`src/sv/bcrc_pkg.sv`:
```
// Package for the BLE CRC-24 reverse runner.
// Holds the LFSR constants and the byte step / bit flip functions.
// No dependencies.
`timescale 1ns / 1ps

package bcrc_pkg;

	localparam int unsigned CRC_W = 24;
	localparam int unsigned BYTE_W = 8;
	localparam logic [CRC_W-1:0] TAP_MASK = 24'hB4C000;

	typedef logic [CRC_W-1:0] crc_t;
	typedef logic [BYTE_W-1:0] byte_t;

	// Eight reverse LFSR steps, data MSB first.
	function automatic crc_t run_byte(crc_t reg_in, byte_t data);
		crc_t r;
		logic top;
		r = reg_in;
		for (int k = 0; k < BYTE_W; k++) begin
			top = r[CRC_W-1];
			r = {r[CRC_W-2:0], top ^ data[BYTE_W-1-k]};
			if (top) begin
				r = r ^ TAP_MASK;
			end
		end
		return r;
	endfunction

	function automatic crc_t flip_crc(crc_t v);
		crc_t r;
		for (int i = 0; i < CRC_W; i++) begin
			r[CRC_W-1-i] = v[i];
		end
		return r;
	endfunction

endpackage

```
`src/sv/ble_crc24_reverse_init.sv`:
```
// BLE CRC-24 reverse runner: recovers the CRC initial value of a packet.
//
// Usage: feed packet bytes last byte first on the item channel
// (item_valid / item_stall). The item marked first_byte loads received_crc
// into the register before its byte is run; bytes without it continue from
// the current register. The item marked last_byte yields one result on the
// result channel (result_valid / result_stall): the register bit-reversed.
// The register is never cleared between packets.
//
// Throughput: one item per cycle unless a last item waits in the input stage
// (see Stall). Each item is registered at the input, then its eight LFSR
// steps run in one combinational pass into the register and the result
// register. A result is loaded when its last item leaves the input stage.
// Stall: while a result waits under result_stall, non-last items keep
// flowing; a last item holds in the input stage and item_stall rises.
// Reset: arst_n clears the register to zero and empties both stages.
// Depends on bcrc_pkg.
`timescale 1ns / 1ps

module ble_crc24_reverse_init (
	input  logic                 clk,
	input  logic                 arst_n,
	input  logic                 item_valid,
	output logic                 item_stall,
	input  bcrc_pkg::byte_t      data_byte,
	input  bcrc_pkg::crc_t       received_crc,
	input  logic                 first_byte,
	input  logic                 last_byte,
	output logic                 result_valid,
	input  logic                 result_stall,
	output bcrc_pkg::crc_t       crc_init
);
	import bcrc_pkg::*;

	logic  valid_s1;
	byte_t byte_s1;
	crc_t  crc_s1;
	logic  first_s1;
	logic  last_s1;

	crc_t  lfsr_q;
	logic  result_valid_q;
	crc_t  crc_init_q;

	crc_t  lfsr_next;
	logic  retire;
	logic  slot_free;

	assign slot_free  = !result_valid_q || !result_stall;
	assign retire     = valid_s1 && (!last_s1 || slot_free);
	assign item_stall = valid_s1 && !retire;
	assign lfsr_next  = run_byte(first_s1 ? crc_s1 : lfsr_q, byte_s1);

	always_ff @(posedge clk or negedge arst_n) begin
		if (!arst_n) begin
			valid_s1 <= 1'b0;
		end else if (!item_stall) begin
			valid_s1 <= item_valid;
		end
	end

	always_ff @(posedge clk) begin
		if (!item_stall && item_valid) begin
			byte_s1  <= data_byte;
			crc_s1   <= received_crc;
			first_s1 <= first_byte;
			last_s1  <= last_byte;
		end
	end

	always_ff @(posedge clk or negedge arst_n) begin
		if (!arst_n) begin
			lfsr_q <= '0;
		end else if (retire) begin
			lfsr_q <= lfsr_next;
		end
	end

	always_ff @(posedge clk or negedge arst_n) begin
		if (!arst_n) begin
			result_valid_q <= 1'b0;
		end else if (retire && last_s1) begin
			result_valid_q <= 1'b1;
		end else if (!result_stall) begin
			result_valid_q <= 1'b0;
		end
	end

	always_ff @(posedge clk) begin
		if (retire && last_s1) begin
			crc_init_q <= flip_crc(lfsr_next);
		end
	end

	assign result_valid = result_valid_q;
	assign crc_init     = crc_init_q;

	// A last item must not overwrite a result that is still waiting.
	a_no_overwrite: assert property (@(posedge clk) disable iff (!arst_n)
		(valid_s1 && last_s1 && result_valid_q && result_stall) |-> item_stall)
		else $error("last item retired over a stalled result");

	a_accept_loads: assert property (@(posedge clk) disable iff (!arst_n)
		(item_valid && !item_stall) |=> valid_s1)
		else $error("accepted item missing from input stage");

	a_lfsr_update: assert property (@(posedge clk) disable iff (!arst_n)
		retire |=> (lfsr_q == $past(lfsr_next)))
		else $error("register not updated by retired item");

	a_result_load: assert property (@(posedge clk) disable iff (!arst_n)
		(retire && last_s1) |=> (result_valid && crc_init == flip_crc($past(lfsr_next))))
		else $error("result not loaded for last item");

endmodule

```
`config.mk`:
```
export PLATFORM = sky130hd
export DESIGN_NAME = ble_crc24_reverse_init
export DESIGN_NICKNAME = d
export VERILOG_FILES = /design/src/sv/bcrc_pkg.sv /design/src/sv/ble_crc24_reverse_init.sv
export SDC_FILE = /design/constraint.sdc
export NUM_CORES = 1
export LEC_CHECK = 0
export BUFFER_PORTS_ARGS = -buffer_cell sky130_fd_sc_hd__buf_2
export CELL_PAD_IN_SITES_DETAIL_PLACEMENT = 0
export CELL_PAD_IN_SITES_GLOBAL_PLACEMENT = 1
export CORE_UTILIZATION = 35
export CTS_BUF_LIST = sky130_fd_sc_hd__clkbuf_8
export DETAILED_ROUTE_END_ITERATION = 7
export PLACE_DENSITY_LB_ADDON = 0.05
export SYNTH_ARGS = -nofsm -noshare
export SYNTH_HDL_FRONTEND = slang
export SYNTH_SLANG_ARGS = --single-unit
```
`constraint.sdc`:
```
create_clock -name clk -period 4.5 [get_ports clk]
set_input_delay 0 -clock clk [delete_from_list [all_inputs] [get_ports clk]]
set_output_delay 0 -clock clk [all_outputs]
set_load 0.02 [all_outputs]
```
# After elaboration in Yosys (flattened, before gate mapping)
# Index checks and enable logic that the tools add are counted.
dict set report classes {
  reduce_logical 11
  eq_ne 1
  n_bitwise 16
  n_mux 11
}
# operator n
set op_table {}
lappend op_table {{$mux 24} 9}
lappend op_table {{$not 6->6} 8}
lappend op_table {{$xor 1x1->1} 8}
lappend op_table {{$logic_not 1->1} 5}
lappend op_table {{$logic_and 1x1->1} 4}
lappend op_table {{$logic_or 1x1->1} 2}
lappend op_table {{$mux 1} 2}
lappend op_table {{$ne 2x1->1 const B} 1}
dict set report word_totals {
  out_inout_bits 26
  input_bits 38
  ff_bits 84
}

# Logic depth before layout (Yosys ltp)
dict set report logic_depth {
  word_depth 17
  ltp_mapped 6
  ltp_nobuf 5
}

# Worst setup path before layout
# OpenSTA, ideal clock, no wires.
dict set report synth_timing {
  kind {register to register}
  from {register result_valid_q (netlist: result_valid)}
  to {register byte_s1[0], enable pin}
  setup_time_ns 0.394
  slack_ns 2.651
  arrival_ns 1.454
  stages_incl_launch_ff 3
  synth_period_minus_slack_ns 1.849
  n_path_buf 0
  path_cell_list {dfrtp_1 nand4_1 and2_1}
}
dict set report synth_between {
  elab_chain_cells 8
}
# element line_no
set synth_rtl {}
lappend synth_rtl {{from (decl)} ble_crc24_reverse_init.sv:42} ;# logic result_valid_q;
lappend synth_rtl {{from (signal assigned)} ble_crc24_reverse_init.sv:81} ;# result_valid_q <= 1'b0;
lappend synth_rtl {{from (signal assigned)} ble_crc24_reverse_init.sv:83} ;# result_valid_q <= 1'b1;
lappend synth_rtl {{from (signal assigned)} ble_crc24_reverse_init.sv:85} ;# result_valid_q <= 1'b0;
lappend synth_rtl {{$logic_not 1->1} ble_crc24_reverse_init.sv:49} ;# assign slot_free = !result_valid_q || !result_stall;
lappend synth_rtl {{$logic_or 1x1->1} ble_crc24_reverse_init.sv:49}
lappend synth_rtl {{$logic_or 1x1->1} ble_crc24_reverse_init.sv:50} ;# assign retire = valid_s1 && (!last_s1 || slot_free);
lappend synth_rtl {{$logic_and 1x1->1} ble_crc24_reverse_init.sv:50}
lappend synth_rtl {{$logic_not 1->1} ble_crc24_reverse_init.sv:51} ;# assign item_stall = valid_s1 && !retire;
lappend synth_rtl {{$logic_and 1x1->1} ble_crc24_reverse_init.sv:51}
lappend synth_rtl {{$logic_not 1->1} ble_crc24_reverse_init.sv:63} ;# if (!item_stall && item_valid) begin
lappend synth_rtl {{$logic_and 1x1->1} ble_crc24_reverse_init.sv:63}
lappend synth_rtl {{to (signal assigned)} ble_crc24_reverse_init.sv:64} ;# byte_s1 <= data_byte;
lappend synth_rtl {{to (decl)} ble_crc24_reverse_init.sv:36} ;# byte_t byte_s1;
# No other way between the ends.
# A chain may end at the register's enable or synchronous reset.

# Worst setup path after layout
dict set report layout_timing {
  from {register first_s1}
  to {register lfsr_q[19]}
}
dict set report layout_between {
  elab_chain_cells 13
  elab_cells_between_ends 16
}
# element line_no
set layout_rtl {}
lappend layout_rtl {{from (decl)} ble_crc24_reverse_init.sv:38} ;# logic first_s1;
lappend layout_rtl {{from (signal assigned)} ble_crc24_reverse_init.sv:66} ;# first_s1 <= first_byte;
lappend layout_rtl {{$mux 24 (*)} ble_crc24_reverse_init.sv:52} ;# assign lfsr_next = run_byte(first_s1 ? crc_s1 : lfsr_q, byte_s1);
lappend layout_rtl {{$not 6->6 (no line)} --}
lappend layout_rtl {{$mux 24 (*) (2 in series)} bcrc_pkg.sv:23} ;# if (top) begin
lappend layout_rtl {{$not 6->6 (no line)} --}
lappend layout_rtl {{$mux 24 (*)} bcrc_pkg.sv:23}
lappend layout_rtl {{$not 6->6 (no line)} --}
lappend layout_rtl {{$mux 24 (*) (2 in series)} bcrc_pkg.sv:23}
lappend layout_rtl {{$not 6->6 (no line)} --}
lappend layout_rtl {{$mux 24 (*) (3 in series)} bcrc_pkg.sv:23}
lappend layout_rtl {{net lfsr_next[19]} ble_crc24_reverse_init.sv:45} ;# crc_t lfsr_next;
lappend layout_rtl {{to (signal assigned)} ble_crc24_reverse_init.sv:75} ;# lfsr_q <= lfsr_next;
lappend layout_rtl {{to (decl)} ble_crc24_reverse_init.sv:41} ;# crc_t lfsr_q;
# Mark *: on every way through the listed nets, which the timed path passes. The rest lies on a longest branch.

==> impl_metrics.tcl <==
set metrics [dict create \
    grt_util_all_layers_pct 14.80 \
    grt_first_pass_wirelength_mm 11.64 \
    grt_overflow 0 \
    hold_ws_ns 0.1971 \
    multi_input_area_um2 1270 \
    internal-power_mw 2.092 \
    root_buffer "clkbuf_8" \
    finalWorstSetupSlack_ns 1.954 \
    p_sw_mw 1.030 \
    maxSlewViolCount 0 \
    seq_area_frac_synth_pct 64.18 \
    drt_pass1_iterations 4 \
    slew_headroom_pct 24.94 \
    syn-num-nets 260 \
    synth.top_cell.area_share_pct 46.73 \
    num_antenna_cells 0 \
    start_util_pct 36.10 \
    setup_viol 0 \
    dr_total_vias 2008 \
    cts.sinks 84 \
    syn-instance-count 222 \
    p_sw_share_pct 33.00 \
    ios 64 \
    clkTransAtPathRegs_ns 0.09 \
    grt_pass1_vias 2144 \
    ys_async_sr_fraction_pct 30.95 \
    fillCellCount 925 \
    layout.cells.most_common_list "buf_2, edfxtp_1, xnor2_1, dlygate4sd3_1, mux2_2" \
    drt_wl_total_mm 7.087 \
    ys_seq_elements 84 \
    drv_cap 0 \
    drive_above_1_share_pct 34.83 \
    ys_types 25 \
    detail_route.vias_per_cell 4.281 \
    cts_buffers 9 \
    critical_path_class "register to register" \
    total_power_mw 3.122 \
    coreArea_um2 10320 \
    hold_violations 0 \
    final.setup.tns_ns 0 \
    worst_pin_slew_ns 1.126 \
    crit_required_ns 4.76 \
    grt_antenna_before_repair 0 \
    skew_ns 0.01375 \
    yosysWarnings 0 \
    die_w_um 105.2 \
    clkPwrFrac_pct 18.1 \
    first_iter_violations 52 \
    power.leakage_nw 1.919 \
    fmax_mhz 392.7 \
    clock_path_buffers 2 \
    combPwrFrac_pct 41.5 \
    postLayoutCoreUtil_pct 46.19 \
    synthFlopType "edfxtp_1" \
    cts_setup_buffers 0 \
    post-route-period-util_pct 56.59 \
    rsz0062_at_grt "false" \
    seq_area_um2 2392 \
    mappedNetlistArea_um2 3727 \
    final_cells 469 \
    placed_area_um2 4182 \
    arrival_ns 2.81 \
    cts_tree "built" \
    irDropWorstVdd_mv 0.3263 \
    layout.cells.most_common "buf_2" \
    synth_area_leader_cell "edfxtp_1" \
    gp_congestion 0.7128 \
    postLayoutCellArea_um2 4768 \
    synth_edf_count 58 \
    ff2ff_path_depth 4 \
    cp-end-kind "register" \
    die_y_um 105.2 \
    rows 37 \
    min_period_ns 2.546 \
    avgRoutedWirePerCell_um 15.11 \
    dp_hpwl_mm 4.690 \
    dp_cells 415 \
    drc 0 \
    place_ws_ns 1.916 \
    clk_latency_ns 0.37 \
    seqPwrFrac_pct 40.4 \
    antenna_left 0 \
    dieArea_um2 11070 \
    cts_htree_levels 3 \
    grt_max_degree 35 \
    syn_area_per_cell_um2 16.79 \
    outcome "finished clean" \
    portBuffers 63 \
    pwr_density_cell_nw_per_um2 654.7 \
    critPathMaxFanout 20 \
    areaGrowthSynthToFinish_pct 27.93 \
    startpoint_type "register" \
    netlist_top_cells_area "edfxtp_1, dfrtp_1, xnor2_1" \
    nNetsFinal 366 \
    min_path_type "primary input to asynchronous set/reset pin" \
]
==> flip-flops by register name (all words and copies together) (netlist names) <==
register,cells
byte_s1,8
crc_init,24
crc_s1,24
first_s1,1
last_s1,1
lfsr_q,24
result_valid,1
valid_s1,1
==> power by group through the flow <==
| stage | sequential (mW) | combinational, mW | clock [mW] |
|---|---|---|---|
| global placement | 1.29 | 1.27 | 0 |
| finish | 1.26 | 1.29 | 0.566 |
| floorplan | 1.30 | 0.974 | 0 |
| detailed placement | 1.28 | 1.28 | 0 |
| CTS | 1.27 | 1.32 | 0.592 |
| global route | 1.29 | 1.42 | 0.619 |
==> critical path, stage by stage, from the launching register on <==
cell and delay, ns:
edfxtp_1 1.10, mux2i_4 0.55, xor2_2 0.23, xnor3_1 0.27
mux2_2 0.27
==> synth_stat cells (2+ instances only) <==
library cell  count
xnor2_1          43
edfxtp_1         58
mux2_2           32
xor2_1           19
mux2i_1          14
clkbuf_1          2
buf_2             3
buf_6             2
nand2_1           3
dfrtp_1          26
xnor3_1           5
o21ai_0           2
==> routing by layer <==
layer | wire [um] | track usage, % | vias to the layer above
met5 | 0 | 0 | -
met4 | 97 | 5.433 | 0
met3 | 315 | 5.614 | 9
met2 | 3350 | 22.89 | 46
met1 | 3323 | 18.84 | 957
li1 | - | - | 996
==> final timing paths <==
kind	start	end	slack [ns]
worst max-delay path	first_s1	lfsr_q[19]	1.95
worst min-delay path	arst_n	valid_s1	0.20
worst max register to register	first_s1	lfsr_q[19]	1.95
worst min register to register	lfsr_q[1]	lfsr_q[1]	0.51
max in group asynchronous	arst_n	lfsr_q[3]	3.87
min in group clk	data_byte[7]	byte_s1[7]	0.34
==> cells by family (layout without fill, tap and decap cells) <==
family,count (synthesis),count (layout),synth area share (%)
muxes,47,47,14.03
buffers and inverters,11,122,1.745
and+or+nand+nor,8,8,1.108
xor gates and xnor gates,69,69,18.46
DFF,84,84,64.18
AOI/OAI and AO/OA,3,3,0.4700
==> cell type report <==
cell class              instances  share of cell area [%]
inverters                       1                 0.07872
repair buffers                105                   15.22
clock buffers                   9                   2.598
flip-flops and latches         84                   50.17
clock inverters                 7                   1.732
well taps                     136                   3.569
multi-input cells             127                   26.63
==> what timing repair did <==
action / 4_1_cts / 5_1_grt
gates resized for setup: 0 / 0
hold buffers: 38 / 0
endpoints found under the hold margin: 62 / 0
Power figures use the tool's default switching activity.
